## config.mk

```make
export PLATFORM = sky130hd
export DESIGN_NAME = led_pattern_sequencer
export DESIGN_NICKNAME = d
export VERILOG_FILES = /design/src/design/lps_pkg.sv /design/src/design/led_pattern_sequencer.sv /design/src/design/lps_color.sv
export SDC_FILE = /design/constraint.sdc
export NUM_CORES = 1
export LEC_CHECK = 0
export BUFFER_PORTS_ARGS = -buffer_cell sky130_fd_sc_hd__buf_2
export CAP_MARGIN = 20
export CORE_ASPECT_RATIO = 1.5
export CORE_UTILIZATION = 37
export DETAILED_ROUTE_END_ITERATION = 8
export GPL_TIMING_DRIVEN = 0
export HOLD_SLACK_MARGIN = 0.06
export PLACE_DENSITY_LB_ADDON = 0.05
export SLEW_MARGIN = 0
export SYNTH_ARGS = -nofsm -noshare
export SYNTH_HDL_FRONTEND = slang
export SYNTH_SLANG_ARGS = --single-unit
```

## constraint.sdc

```tcl
create_clock -name clk -period 14.1 [get_ports clk]
set_clock_uncertainty 0.05 [all_clocks]
set_input_delay 0 -clock clk [delete_from_list [all_inputs] [get_ports clk]]
set_output_delay 0 -clock clk [all_outputs]
set_load 0.005 [all_outputs]
```

## src/design/lps_pkg.sv

```systemverilog
// Shared types, register indexes, color codes and breathing tables for the LED sequencer.
`timescale 1ns / 1ps
package lps_pkg;

  // Update item: mode plus the current millisecond tick
  typedef struct packed {
    logic        mode;
    logic [31:0] now_ms;
  } lps_in_t;

  // Result item: PWM compare values and phase status
  typedef struct packed {
    logic        drive_valid;
    logic [12:0] red_drive;
    logic [12:0] green_drive;
    logic [12:0] blue_drive;
    logic [3:0]  phase_index;
    logic        pattern_ended;
  } lps_out_t;

  // Configuration register indexes
  localparam logic [1:0] REG_PHASE_COUNT    = 2'd0;
  localparam logic [1:0] REG_PHASE_COLORS   = 2'd1;
  localparam logic [1:0] REG_DURATIONS_LOW  = 2'd2;
  localparam logic [1:0] REG_DURATIONS_HIGH = 2'd3;

  localparam logic [3:0] PHASE_COUNT_RESET = 4'd2;

  // Item modes
  localparam logic MODE_UPDATE  = 1'b0;
  localparam logic MODE_RESTART = 1'b1;

  // Color codes
  localparam logic [3:0] COLOR_BLACK        = 4'd0;
  localparam logic [3:0] COLOR_ORANGE       = 4'd1;
  localparam logic [3:0] COLOR_PINK         = 4'd2;
  localparam logic [3:0] COLOR_YELLOW       = 4'd3;
  localparam logic [3:0] COLOR_BLUE         = 4'd4;
  localparam logic [3:0] COLOR_RED          = 4'd5;
  localparam logic [3:0] COLOR_GREEN        = 4'd8;
  localparam logic [3:0] COLOR_TEAL         = 4'd9;
  localparam logic [3:0] COLOR_OFF          = 4'd10;
  localparam logic [3:0] COLOR_CYAN         = 4'd11;
  localparam logic [3:0] COLOR_BREATH_CYAN  = 4'd12;
  localparam logic [3:0] COLOR_BREATH_MAG   = 4'd13;
  localparam logic [3:0] COLOR_BREATH_AMBER = 4'd14;

  // Breathing table length
  localparam int TABLE_LEN = 100;

  // trunc(128 + 127*sin(a))
  localparam logic [7:0] TAB_S [TABLE_LEN] = '{
    8'd128, 8'd135, 8'd143, 8'd151, 8'd159, 8'd167, 8'd174, 8'd182, 8'd189, 8'd196,
    8'd202, 8'd208, 8'd214, 8'd220, 8'd225, 8'd230, 8'd235, 8'd239, 8'd242, 8'd246,
    8'd248, 8'd251, 8'd252, 8'd253, 8'd254, 8'd254, 8'd254, 8'd253, 8'd252, 8'd251,
    8'd248, 8'd246, 8'd242, 8'd239, 8'd235, 8'd230, 8'd225, 8'd220, 8'd214, 8'd208,
    8'd202, 8'd196, 8'd189, 8'd182, 8'd174, 8'd167, 8'd159, 8'd151, 8'd143, 8'd135,
    8'd128, 8'd120, 8'd112, 8'd104, 8'd96,  8'd88,  8'd81,  8'd73,  8'd66,  8'd59,
    8'd53,  8'd47,  8'd41,  8'd35,  8'd30,  8'd25,  8'd20,  8'd16,  8'd13,  8'd9,
    8'd7,   8'd4,   8'd3,   8'd2,   8'd1,   8'd1,   8'd1,   8'd1,   8'd3,   8'd4,
    8'd7,   8'd9,   8'd13,  8'd16,  8'd20,  8'd25,  8'd30,  8'd35,  8'd41,  8'd47,
    8'd53,  8'd59,  8'd66,  8'd73,  8'd81,  8'd88,  8'd96,  8'd104, 8'd112, 8'd120
  };

  // trunc(30 + 30*sin(a))
  localparam logic [7:0] TAB_H [TABLE_LEN] = '{
    8'd30, 8'd31, 8'd33, 8'd35, 8'd37, 8'd39, 8'd41, 8'd42, 8'd44, 8'd46,
    8'd47, 8'd49, 8'd50, 8'd51, 8'd53, 8'd54, 8'd55, 8'd56, 8'd57, 8'd57,
    8'd58, 8'd59, 8'd59, 8'd59, 8'd59, 8'd59, 8'd59, 8'd59, 8'd59, 8'd59,
    8'd58, 8'd57, 8'd57, 8'd56, 8'd55, 8'd54, 8'd53, 8'd51, 8'd50, 8'd49,
    8'd47, 8'd46, 8'd44, 8'd42, 8'd41, 8'd39, 8'd37, 8'd35, 8'd33, 8'd31,
    8'd30, 8'd28, 8'd26, 8'd24, 8'd22, 8'd20, 8'd18, 8'd17, 8'd15, 8'd13,
    8'd12, 8'd10, 8'd9,  8'd8,  8'd6,  8'd5,  8'd4,  8'd3,  8'd2,  8'd2,
    8'd1,  8'd0,  8'd0,  8'd0,  8'd0,  8'd0,  8'd0,  8'd0,  8'd0,  8'd0,
    8'd1,  8'd2,  8'd2,  8'd3,  8'd4,  8'd5,  8'd6,  8'd8,  8'd9,  8'd10,
    8'd12, 8'd13, 8'd15, 8'd17, 8'd18, 8'd20, 8'd22, 8'd24, 8'd26, 8'd28
  };

  // trunc(40 + 40*sin(a))
  localparam logic [7:0] TAB_F [TABLE_LEN] = '{
    8'd40, 8'd42, 8'd45, 8'd47, 8'd49, 8'd52, 8'd54, 8'd57, 8'd59, 8'd61,
    8'd63, 8'd65, 8'd67, 8'd69, 8'd70, 8'd72, 8'd73, 8'd75, 8'd76, 8'd77,
    8'd78, 8'd78, 8'd79, 8'd79, 8'd79, 8'd79, 8'd79, 8'd79, 8'd79, 8'd78,
    8'd78, 8'd77, 8'd76, 8'd75, 8'd73, 8'd72, 8'd70, 8'd69, 8'd67, 8'd65,
    8'd63, 8'd61, 8'd59, 8'd57, 8'd54, 8'd52, 8'd49, 8'd47, 8'd45, 8'd42,
    8'd40, 8'd37, 8'd34, 8'd32, 8'd30, 8'd27, 8'd25, 8'd22, 8'd20, 8'd18,
    8'd16, 8'd14, 8'd12, 8'd10, 8'd9,  8'd7,  8'd6,  8'd4,  8'd3,  8'd2,
    8'd1,  8'd1,  8'd0,  8'd0,  8'd0,  8'd0,  8'd0,  8'd0,  8'd0,  8'd1,
    8'd1,  8'd2,  8'd3,  8'd4,  8'd6,  8'd7,  8'd9,  8'd10, 8'd12, 8'd14,
    8'd16, 8'd18, 8'd20, 8'd22, 8'd25, 8'd27, 8'd30, 8'd32, 8'd34, 8'd37
  };

endpackage

```

## src/design/led_pattern_sequencer.sv

```systemverilog
// LED pattern sequencer top level: input register, phase logic, result register.
`timescale 1ns / 1ps
// Path: input register, then result register. Throughput: one item per cycle while
//   the result side is not stalled; the phase state updates as the item moves into
//   the result register, so the next item sees it with no bubble.
// The input side stalls only while a full input stage waits on a stalled result.
// Reset (rst, synchronous): pipeline empty, phase state zero, phase_count = 2,
//   colors and durations zero.
module led_pattern_sequencer
  import lps_pkg::*;
#(
  parameter int MAX_PHASES   = 8,
  parameter int BREATH_STEPS = 100
) (
  input  logic        clk,
  input  logic        rst,
  // update items
  input  logic        item_valid,
  output logic        item_stall,
  input  lps_in_t     item,
  // result items
  output logic        result_valid,
  input  logic        result_stall,
  output lps_out_t    result,
  // configuration writes
  input  logic        cfg_we,
  input  logic [1:0]  cfg_index,
  input  logic [63:0] cfg_data
);

  localparam int BW = $clog2(BREATH_STEPS);

  // configuration registers
  logic [3:0]  phase_count;
  logic [31:0] phase_colors;
  logic [63:0] durations_low;
  logic [63:0] durations_high;

  // input stage
  logic        held_valid;
  lps_in_t     held;

  // sequencer state
  logic [3:0]    phase, phase_next;
  logic [31:0]   phase_start, phase_start_next;
  logic [7:0]    pass_count, pass_count_next;
  logic [BW-1:0] breath_step, breath_step_next;
  logic          ended_flag, ended_flag_next;

  logic          advance;
  logic          drive;
  logic          wrap;
  logic [3:0]    len;
  logic [3:0]    cur_phase;
  logic [63:0]   dur_word;
  logic [15:0]   dur;
  logic [31:0]   elapsed;
  logic [7:0]    k_wide;
  logic [6:0]    k;
  logic [12:0]   red, green, blue;

  // Input stage moves on when the result register is empty or being taken.
  assign advance    = held_valid && (!result_valid || !result_stall);
  assign item_stall = held_valid && result_valid && result_stall;

  always_ff @(posedge clk) begin
    if (rst) begin
      phase_count    <= PHASE_COUNT_RESET;
      phase_colors   <= '0;
      durations_low  <= '0;
      durations_high <= '0;
    end else if (cfg_we) begin
      unique case (cfg_index)
        REG_PHASE_COUNT:    phase_count    <= cfg_data[3:0];
        REG_PHASE_COLORS:   phase_colors   <= cfg_data[31:0];
        REG_DURATIONS_LOW:  durations_low  <= cfg_data;
        REG_DURATIONS_HIGH: durations_high <= cfg_data;
        default: ;
      endcase
    end
  end

  always_ff @(posedge clk) begin
    if (rst) begin
      held_valid <= 1'b0;
    end else if (item_valid && !item_stall) begin
      held_valid <= 1'b1;
    end else if (advance) begin
      held_valid <= 1'b0;
    end
  end

  always_ff @(posedge clk) begin
    if (item_valid && !item_stall) begin
      held <= item;
    end
  end

  // Pattern length clamps to the phase table size.
  assign len = (phase_count > 4'(MAX_PHASES)) ? 4'(MAX_PHASES) : phase_count;

  // Past the end of the pattern: fold back to phase 0 before anything else.
  assign wrap      = (phase >= len);
  assign cur_phase = wrap ? 4'd0 : phase;

  assign dur_word = cur_phase[2] ? durations_high : durations_low;
  assign dur      = dur_word[{cur_phase[1:0], 4'b0} +: 16];
  assign elapsed  = held.now_ms - phase_start;

  always_comb begin
    phase_next       = phase;
    phase_start_next = phase_start;
    pass_count_next  = pass_count;
    breath_step_next = breath_step;
    ended_flag_next  = ended_flag;
    drive            = 1'b0;
    if (held.mode == MODE_RESTART) begin
      phase_next      = 4'd0;
      pass_count_next = 8'd0;
    end else begin
      if (wrap) begin
        ended_flag_next = 1'b1;
        pass_count_next = (pass_count == 8'd199) ? 8'd0 : pass_count + 8'd1;
      end
      if (cur_phase == 4'd0) begin
        // first phase drives nothing: it stamps the start time and moves on to phase 1
        phase_start_next = held.now_ms;
        phase_next       = 4'd1;
        ended_flag_next  = 1'b0;
      end else if (elapsed >= {16'b0, dur}) begin
        phase_start_next = held.now_ms;
        phase_next       = cur_phase + 4'd1;
      end else begin
        breath_step_next = (breath_step == BW'(BREATH_STEPS - 1)) ? '0
                                                                  : breath_step + 1'b1;
        drive = 1'b1;
      end
    end
  end

  // Table index is the breathing step modulo the table length.
  always_comb begin
    k_wide = 8'(breath_step_next);
    if (k_wide >= 8'(2 * TABLE_LEN)) begin
      k_wide = k_wide - 8'(2 * TABLE_LEN);
    end else if (k_wide >= 8'(TABLE_LEN)) begin
      k_wide = k_wide - 8'(TABLE_LEN);
    end
  end
  assign k = k_wide[6:0];

  lps_color u_color (
    .code         (phase_colors[{cur_phase[2:0], 2'b0} +: 4]),
    .breath_index (k),
    .red          (red),
    .green        (green),
    .blue         (blue)
  );

  always_ff @(posedge clk) begin
    if (rst) begin
      phase       <= '0;
      phase_start <= '0;
      pass_count  <= '0;
      breath_step <= '0;
      ended_flag  <= 1'b0;
    end else if (advance) begin
      phase       <= phase_next;
      phase_start <= phase_start_next;
      pass_count  <= pass_count_next;
      breath_step <= breath_step_next;
      ended_flag  <= ended_flag_next;
    end
  end

  always_ff @(posedge clk) begin
    if (rst) begin
      result_valid <= 1'b0;
    end else if (advance) begin
      result_valid <= 1'b1;
    end else if (!result_stall) begin
      result_valid <= 1'b0;
    end
  end

  always_ff @(posedge clk) begin
    if (advance) begin
      result.drive_valid   <= drive;
      result.red_drive     <= drive ? red : '0;
      result.green_drive   <= drive ? green : '0;
      result.blue_drive    <= drive ? blue : '0;
      result.phase_index   <= phase_next;
      result.pattern_ended <= ended_flag_next;
    end
  end

endmodule

```

## src/design/lps_color.sv

```systemverilog
// Color decoder: phase color code and breathing index to PWM compare values.
`timescale 1ns / 1ps
module lps_color
  import lps_pkg::*;
(
  input  logic [3:0]  code,
  input  logic [6:0]  breath_index,
  output logic [12:0] red,
  output logic [12:0] green,
  output logic [12:0] blue
);

  logic [7:0] s;
  logic [7:0] h;
  logic [7:0] f;
  logic [7:0] r8;
  logic [7:0] g8;
  logic [7:0] b8;

  assign s = TAB_S[breath_index];
  assign h = TAB_H[breath_index];
  assign f = TAB_F[breath_index];

  always_comb begin
    unique case (code) inside
      COLOR_BLACK, COLOR_OFF: begin r8 = 8'd0;   g8 = 8'd0;   b8 = 8'd0;   end
      COLOR_ORANGE:       begin r8 = 8'd255; g8 = 8'd80;  b8 = 8'd0;   end
      COLOR_PINK:         begin r8 = 8'd255; g8 = 8'd60;  b8 = 8'd255; end
      COLOR_YELLOW:       begin r8 = 8'd255; g8 = 8'd200; b8 = 8'd0;   end
      COLOR_BLUE:         begin r8 = 8'd0;   g8 = 8'd0;   b8 = 8'd255; end
      COLOR_RED:          begin r8 = 8'd255; g8 = 8'd0;   b8 = 8'd0;   end
      COLOR_GREEN:        begin r8 = 8'd0;   g8 = 8'd255; b8 = 8'd0;   end
      COLOR_TEAL:         begin r8 = 8'd24;  g8 = 8'd105; b8 = 8'd100; end
      COLOR_CYAN:         begin r8 = 8'd0;   g8 = 8'd255; b8 = 8'd255; end
      COLOR_BREATH_CYAN:  begin r8 = 8'd0;   g8 = s;      b8 = s;      end
      COLOR_BREATH_MAG:   begin r8 = s;      g8 = h;      b8 = s;      end
      COLOR_BREATH_AMBER: begin r8 = s;      g8 = f;      b8 = 8'd0;   end
      default:            begin r8 = 8'd255; g8 = 8'd255; b8 = 8'd255; end
    endcase
  end

  // x*31 = x*32 - x
  assign red   = {r8, 5'b0} - {5'b0, r8};
  assign green = {g8, 5'b0} - {5'b0, g8};
  assign blue  = {b8, 5'b0} - {5'b0, b8};

endmodule

```

* Yosys cells after proc, flatten, opt, wreduce, memory -nomap -nowiden
Memories as Yosys holds them, arrays and structs flattened. Index checks and enable logic that the tools add are counted.
Storage, ports and cells: register bits after elaboration 288, memory bits (read-only) 3072, output and inout bits 47, memories kept 3
Memories:
- (name not given) | depth 128, width 8, rd ports 1, clocked after memory_dff 0, write ports 0, line lps_color.sv:21 | assign h = TAB_H[breath_index];
- (name not given) | depth 128, width 8, rd ports 1, clocked after memory_dff 0, write ports 0, line lps_color.sv:20 | assign s = TAB_S[breath_index];
- (name not given) | depth 128, width 8, rd ports 1, clocked after memory_dff 0, write ports 0, line lps_color.sv:22 | assign f = TAB_F[breath_index];
Operators by class: add/sub/neg operators 8, magnitude comparators 6, equal/unequal tests 17, shifts and indexed selects 2, mux-type cells 33, bitwise logic cells 2, reductions and logical operators 23
Operator list (number):
- $mux W32 | 2
- $mux W64 | 1
- $pmux W8 S8 | 1
- $shiftx A64 B7 Y16 | 1
- $mux W8 | 6
- $pmux W8 S3 | 2
- $mux W7 | 6
- $sub A13 B8 Y13 | 3
- $ge A32 B16 Y1 | 1
- $shiftx A32 B6 Y4 | 1
- $sub A32 B32 Y32 | 1
- $eq A4 B4 Y1 const B | 7
- $mux W4 | 5
- $sub A7 B7 Y7 const B | 2
- $mux W1 | 10
- $eq A4 B2 Y1 const B | 2
- $eq A4 B3 Y1 const B | 2
- $ge A7 B8 Y1 const B | 1
- $ge A8 B8 Y1 const B | 1
- $logic_not A4 Y1 | 2
- $not A7 Y8 | 1
- $reduce_and A2 Y1 | 4
- $add A7 B1 Y7 const B | 1
- $eq A7 B7 Y1 const B | 1
- 19 further kinds | 27

* Logic depth before layout (Yosys ltp)
Gate-level depths: netlist (run 1).
word-level depth 19, gate-level depth with buffers 54, depth with buffers taken out 46

* Modules after synthesis
A second synthesis (run 1) with hierarchy kept.
Second synthesis, totals: cell total of the unflattened synthesis 2263, area, all modules 18365.1 µm²
Modules (own cells, without submodules):
- led_pattern_sequencer | instances 1, cells an instance 1641, area each 14242.4 µm², seq. area each 6546.3 µm²
- lps_color | instances 1, cells an instance 622, area each 4122.7 µm², seq. area each 0.0 µm²

* Worst setup path after synthesis (run 1)
OpenSTA, ideal clock, no wires.
path kind register to register, start point register phase[0], end point register result[28] (netlist name), data pin, library setup time 266 ps, arrival 10479 ps, required time 13784 ps, setup slack 3305 ps, cell stages (with the launch flop) 51, buffers on the path 7, clock period less this slack 10795 ps, path through dfxtp_1 -> clkbuf_1 -> inv_1 -> ha_1 -> nand2b_1 -> a21o_1 -> a21o_1 -> a21oi_1 -> and2_1 -> clkbuf_1 -> buf_1 -> buf_1 -> nand2_1 -> and3_1 -> a311oi_1 -> a21oi_1 -> ha_1 -> a21o_1 -> [... 15 more ...] -> o31a_1 -> buf_4 -> nor2_4 -> clkbuf_1 -> nor2_1 -> o21a_1 -> o41ai_1 -> o211ai_1 -> nand3_1 -> inv_1 -> ha_1 -> inv_1 -> a2111oi_2 -> a41o_1 -> maj3_2 -> a211oi_2 -> xnor2_1 -> nor2_1
Between the ends: cells in the longest elaborated chain, start to end 17
Ends and longest elaborated chain:
- from (decl) | line led_pattern_sequencer.sv:44 | logic [3:0] phase, phase_next;
- from (signal assigned) | line led_pattern_sequencer.sv:168 | phase <= phase_next;
- $ge A4 B4 Y1 | line led_pattern_sequencer.sv:103 | assign wrap = (phase >= len);
- $mux W4 * | line led_pattern_sequencer.sv:104 | assign cur_phase = wrap ? 4'd0 : phase;
- $mux W64 | line led_pattern_sequencer.sv:106 | assign dur_word = cur_phase[2] ? durations_high : durations_low;
- $shiftx A64 B7 Y16 | line led_pattern_sequencer.sv:107 | assign dur = dur_word[{cur_phase[1:0], 4'b0} +: 16];
- $ge A32 B16 Y1 | line led_pattern_sequencer.sv:130 | end else if (elapsed >= {16'b0, dur}) begin
- $mux W7 | line led_pattern_sequencer.sv:130
- $mux W7 * | line led_pattern_sequencer.sv:125 | if (cur_phase == 4'd0) begin
- $mux W7 * | line led_pattern_sequencer.sv:117 | if (held.mode == MODE_RESTART) begin
- named net breath_step_next[2] | line led_pattern_sequencer.sv:47 | logic [BW-1:0] breath_step, breath_step_next;
- $sub A7 B7 Y7 / $ge A7 B7 Y1 (equally long branches) | line led_pattern_sequencer.sv:147, led_pattern_sequencer.sv:146
- $mux W7 | line led_pattern_sequencer.sv:146 | end else if (k_wide >= 8'(TABLE_LEN)) begin
- $mux W7 * | line led_pattern_sequencer.sv:144 | if (k_wide >= 8'(2 * TABLE_LEN)) begin
- $not A7 Y8 (not written as such) * | line lps_color.sv:20, lps_color.sv:21, lps_color.sv:22
- $mem_v2 Z128 W8, on equally long branches
- $mux W8, on equally long branches (2 in series) | line lps_color.sv:22, lps_color.sv:20, lps_color.sv:21
- $pmux W8 S8 * | line lps_color.sv:25 | unique case (code) inside
- $sub A13 B8 Y13 * | line lps_color.sv:44 | assign green = {g8, 5'b0} - {5'b0, g8};
- to (decl) | line led_pattern_sequencer.sv:24 | output lps_out_t result,
Mark *: on every way through the listed nets, which the timed path passes. The rest lies on a longest branch. The select of a mux whose other input is x is not followed. A chain may end at the register's enable or synchronous reset.

* Worst setup path in the final report (run 1)
Same ends and word-level chain as after synthesis.

==> results of run 1 <==
Yosys cell counts, types with 11 or more instances:
cell | instances | area share [%]
nand2_1 | 582 | 12
a21oi_1 | 333 | 9.0
dfxtp_1 | 210 | 23
clkbuf_1 | 124 | 2.5
nor2_1 | 124 | 2.5
o21ai_0 | 94 | 2.5
edfxtp_1 | 78 | 13
ha_1 | 78 | 5.3
inv_1 | 76 | 1.5
nand3_1 | 49 | 1.3
nor3_1 | 45 | 1.2
xnor2_1 | 34 | 1.6
a211oi_1 | 32 | 1.3
nand4_1 | 29 | 0.98
and3_1 | 25 | 0.84
a31oi_1 | 22 | 0.74
and2_1 | 22 | 0.74
buf_2 | 22 | 0.59
o211ai_1 | 22 | 0.89
a21o_1 | 20 | 0.81
a311oi_1 | 18 | 0.85
xor2_1 | 18 | 0.85
mux4_2 | 16 | 1.9
o21a_1 | 16 | 0.65
mux2i_1 | 14 | 0.76
o31ai_1 | 14 | 0.57
o22ai_1 | 13 | 0.44
nor2b_1 | 12 | 0.40
or2_2 | 11 | 0.37
metrics by stage:
step	util (%)	TNS (ns)	total power [mW]	cells
floorplan	-	0	1.23	2391
global placement	40.6	-31.63	1.40	3202
detailed placement	40.8	0	1.41	3210
CTS	45.3	0	2.23	3391
global route	45.5	0	2.31	3397
finish	45.5	0	2.22	3397
registers in the layout, summed over array words and instances (netlist names):
name	cells
durations_high	64
result	45
breath_step	7
phase_colors	32
held_valid	1
durations_low	64
phase	4
result_valid	1
phase_start	32
held	33
phase_count	4
ended_flag	1
metal layers:
metal	vias to the layer above	global-route usage [%]
met5	-	0
met4	0	19.3
met3	234	3.29
met2	717	54.7
met1	9314	33.5
li1	9214	-
timing repair:
action	in CTS	in global routing
setup buffers	0	5
gates resized for setup	0	11
hold endpoints to repair	240	0
hold buffers	128	0
setup endpoints to repair	0	19
worst max-delay path by stage:
stage | endpoint | slack (ns) | depth (start not counted)
after floorplan | result[28] | 3.30 | 50
after global placement | result[28] | -1.84 | 50
after detailed placement | result[28] | 0.22 | 52
after CTS | result[28] | 0.14 | 52
after global routing | result[26] | 0.02 | 51
final | result[28] | 0.66 | 51
power by group:
group,switching [mW],internal [mW],total (mW)
Sequential,0.0175,0.881,0.898
Combinational,0.336,0.194,0.530
Clock,0.347,0.444,0.791
logic make-up (layout without fill, tap and decap cells):
| family | count (synthesis) | after routing | synth area share, % |
|---|---|---|---|
| flip-flops | 288 | 288 | 35.3 |
| buffers and inverters | 247 | 589 | 5.45 |
| other | 0 | 1 | 0 |
| AND/OR/NAND/NOR | 957 | 957 | 22.5 |
| XOR/XNOR | 53 | 53 | 2.54 |
| adder cells (fa/ha/maj) | 80 | 80 | 5.43 |
| AO/OA/AOI/OAI | 730 | 730 | 25.7 |
| multiplexers | 36 | 36 | 3.08 |
worst reg2reg max path: cells and delay by family (launching register included):
kind                       cells  cell delay [ns]
xor gates and xnor gates       1             0.18
adders and majority gates      5             1.38
and+or+nand+nor               14             3.33
AOI/OAI and AO/OA             17             4.14
buffers and inverters         13             3.44
DFF                            1             0.31
muxes                          1             0.31
final cells by class:
class	count	share of cell area (%)
diodes	1	0.0111
plain buffers	167	3.17
clock buffers	46	4.05
clock inverters	7	0.228
inverters	79	1.33
multi-input cells	1856	48.9
flip-flops and latches	288	29.1
well taps	663	3.68
repair buffers	290	9.53
==> qor.txt, run 1 <==
Synth-to-Final Area Change: 21.5%
Bufs and invs on worst path: 13
outcome: finished clean
Max Transition Viols Final: 0
CP Capture Type: flip-flop
wire length on met2: 40.0 mm
R2R cell count: 51
power per cell area: 98.5 mW/mm2
EDFF count, synth: 78
FF-to-FF End: result[28]
Rows: 100
final period utilization: 95.3%
max incr delay on CP: 0.63 ns
GP Congestion: 0.995
vias per inst: 5.73
commonest cells after routing, fill and taps aside: 582 x nand2_1, 332 x a21oi_1, 210 x dfxtp_1
CTS clock-pin slew for the worst setup and hold paths: 0.06 ns
FF-to-FF setup slack: 0.66 ns
worst hold path depth: 2
kind of critical path: flip-flop to flip-flop
Syn Nets: 2574
Detail Route Antenna Nets: 0
Worst setup SP type: flip-flop
Main synth FF type: dfxtp_1
die area: 0.0510 mm2
fmax: 74.4 MHz
clk sinks: 288
synth warn: 0
fin crit period: 13.44 ns
Critical Path Slowest Stage Cell: o31ai_4
Post-DP Area: 0.0202 mm2
Hold Vio Cnt, Final: 0
leakage: 8.18 nW
max_cap viols: 0
initial antenna violation count: 1
vias in the first global route: 19078
RSZ-0062 raised after global routing: no
via count: 19479
final instance area: 0.0225 mm2
cts bufs inserted: 29
#FFs+latches synth: 288
die height: 276 um
mean post-synth cell area: 7.75 um2
Synth Cell Area: 0.0185 mm2
largest net degree at the start of global routing: 43
Setup WS pre-CTS: 0.222 ns
Hold Path Sink: held[10]
DRT Pass-1 Iters: 6
GRT overflow: 0
synth unique cells: 106
VDD IR-drop max: 0.100 mV
drt wl/cell: 23.1 um
fill count: 5091
met3 wire length: 3.52 mm
Hold Slack: 0.0887 ns
# nets final: 2894
reg2reg start: phase[0]
root buf cell: clkbuf_16
core area: 0.0495 mm2
most common cell after layout, fill and taps aside: nand2_1
GRT Overall Usage: 30.4%
WL final: 78.3 mm
CTS tree: done
detailed placement HPWL: 59.5 mm
Iteration-0 DRC Markers: 1520
final setup fails: 0
sequential area share after synthesis: 35.3%
Least-Margin Pin Slew: 1.24 ns
worst hold path class: input pin to flip-flop
Crit path arrival time: 13.70 ns
delay-heaviest family, CP: compound AO/OA/AOI/OAI gates
M1 wire length: 29.3 mm
Required @ worst endpoint: 14.36 ns
final worst setup slack: 0.665 ns
min-delay src: item[10]
htree depth: 1
Multi-input gate area: 0.0110 mm2
global-route wire length before repair: 117 mm
DRC: 0
FF/Latch Area: 0.00655 mm2
layout cells sized above 1: 11.8%
Crit Path Max Fanout: 10
highest routed layer: met4
Clock Path Buffers: 3
FFs w/ async S/R, synth: 0%
Critical Path Start: phase[0]
Mapped Cells: 2391
IO Pins: 151
worst-skew pair later-pin latency: 0.60 ns
Starting Density: 37.4%
PortBufs: 148
Die X-Extent: 185 um
relative slew slack: 17.4%
Power figures use the tool's default switching activity.
==> run 2: changes to the inputs <==
BUFFER_PORTS_ARGS = not set   (was -buffer_cell sky130_fd_sc_hd__buf_2)
CORE_MARGIN = 2   (was not set)
DONT_BUFFER_PORTS = 1   (was not set)
==> run 2 against run 1 <==
Via count shrank 1.1%. Non-clock buffer count down 85. Worst hold slack got worse by 0.0092 ns. Wire length increased by 1.7%. Critical endpoint is now result[17]. Largest cell class unchanged.
==> qor.txt, run 2 (synthesis results as in run 1) <==
Die X-Extent: 187 um
Final Non-Filler Cells: 3318
relative slew slack: 6.63%
Max Transition Viols Final: 0
IO Pins: 151
Starting Density: 37.4%
Worst setup SP type: flip-flop
leakage: 7.81 nW
largest net degree at the start of global routing: 44
PortBufs: 0
detailed placement HPWL: 60.4 mm
layout cells sized above 1: 6.49%
crit-path most repeated cell: a21o_1
die area: 0.0519 mm2
cts bufs inserted: 30
RSZ-0062 raised after global routing: no
VDD IR-drop max: 0.0948 mV
htree depth: 1
initial antenna violation count: 5
most common cell after layout, fill and taps aside: nand2_1
FF-to-FF End: result[17]
placed insts: 3060
FF-to-FF setup slack: 0.67 ns
CTS tree: done
DRC: 0
fmax: 74.5 MHz
GRT overflow: 0
Least-Margin Pin Slew: 1.40 ns
core area: 0.0495 mm2
final period utilization: 95.2%
Required @ worst endpoint: 14.45 ns
drt wl/cell: 24.0 um
fin crit period: 13.43 ns
power per cell area: 100 mW/mm2
max_cap viols: 0
crit path to: result[17]
Rows: 100
outcome: finished clean
CTS clock-pin slew for the worst setup and hold paths: 0.06 ns
vias in the first global route: 19273
WL final: 79.7 mm
DRT Pass-1 Iters: 6
Crit Path Max Fanout: 13
reg2reg start: phase[0]
root buf cell: clkbuf_16
CP Capture Type: flip-flop
Synth-to-Final Area Change: 21.3%
R2R cell count: 47
global-route wire length before repair: 120 mm
kind of critical path: flip-flop to flip-flop
Clock Path Buffers: 3
Crit path arrival time: 13.78 ns
Detail Route Antenna Nets: 0
die height: 278 um
Top Registers: durations_high (64), durations_low (64), result (45)
final worst setup slack: 0.670 ns
GP Congestion: 0.994
worst-skew pair later-pin latency: 0.60 ns
max incr delay on CP: 0.82 ns
commonest cells after routing, fill and taps aside: 582 x nand2_1, 332 x a21oi_1, 210 x dfxtp_1
clk sinks: 288
Critical Path Slowest Stage Cell: nor3_1
final setup fails: 0
vias per inst: 5.80
Critical Path Start: phase[0]
final instance area: 0.0225 mm2
Iteration-0 DRC Markers: 1700
GRT Overall Usage: 30.1%
Hold Vio Cnt, Final: 0
Post-DP Area: 0.0195 mm2
fill count: 5059
Setup WS pre-CTS: 0.279 ns
worst hold path class: input pin to flip-flop
# nets final: 2810
Hold Slack: 0.0794 ns
via count: 19256
run 2: cell count changes in the layout (fill, tap and decap cells not counted), moves of 2 or more:
cell           delta
clkbuf_8          -4
clkbuf_16         +4
buf_2           -148
clkbuf_4          +2
dlygate4sd3_1    +64
buf_4             -4
clkinv_2          -2
diode_2           +3
clkbuf_1          +2
run 2: worst min path at each step:
stage                 start            endpoint  slack (ns)  depth (start not counted)
6_report       cfg_data[43]  durations_high[43]        0.08                          3
5_1_grt        cfg_data[43]  durations_high[43]        0.07                          3
4_1_cts        cfg_data[42]   durations_low[42]        0.06                          3
3_5_place_dp        item[4]             held[4]        0.05                          0
3_3_place_gp        item[0]             held[0]        0.05                          0
2_1_floorplan       item[0]             held[0]        0.05                          0
run 2: layout make-up:
| class | count | area (um2) | share of cell area, % |
|---|---|---|---|
| antenna | 4 | 10.0 | 0.0445 |
| clock buffer | 49 | 968 | 4.31 |
| multi-input combinational | 1856 | 11000 | 49.0 |
| inverter | 79 | 299 | 1.33 |
| timing repair buffer | 204 | 2040 | 9.06 |
| buffer | 168 | 718 | 3.19 |
| sequential | 288 | 6550 | 29.1 |
| clock inverter | 7 | 67.6 | 0.300 |
| tap | 663 | 830 | 3.69 |
run 2: stage by stage:
stage / total power, mW / setup TNS [ns] / utilization (%)
after global routing: 2.35 / 0 / 45.4
after CTS: 2.26 / 0 / 45.2
after global placement: 1.38 / -27.69 / 39.1
final: 2.25 / 0 / 45.4
after floorplan: 1.23 / 0 / -
after detailed placement: 1.38 / 0 / 39.3
run 2: worst max-delay path, delay by kind of cell, from the launching register on:
family                     cells  cell delay, ns
and+or+nand+nor               13            3.29
adders and majority gates      4            1.29
AOI/OAI and AO/OA             16            3.82
buffers and inverters         13            4.26
DFF                            1            0.30
muxes                          1            0.21
run 2: layer usage:
metal | GRT usage, % | vias up | part of all wire (%)
met5 | 0 | - | 0.016
met4 | 17.3 | 2 | 6.4
met3 | 3.78 | 226 | 4.9
met2 | 56.4 | 718 | 52
met1 | 32.4 | 9286 | 37
li1 | - | 9024 | -
run 2: repair_timing:
action,in CTS,in global routing
hold endpoints to repair,243,0
buffers inserted,0,4
resized for setup,0,11
hold buffers,192,0
endpoints found under the setup margin,0,17
run 2: report_power, final:
part	internal (mW)	total [mW]	switching, mW
logic	0.189	0.524	0.335
clock network	0.472	0.826	0.354
registers	0.881	0.900	0.0193
total	1.54	2.25	0.709
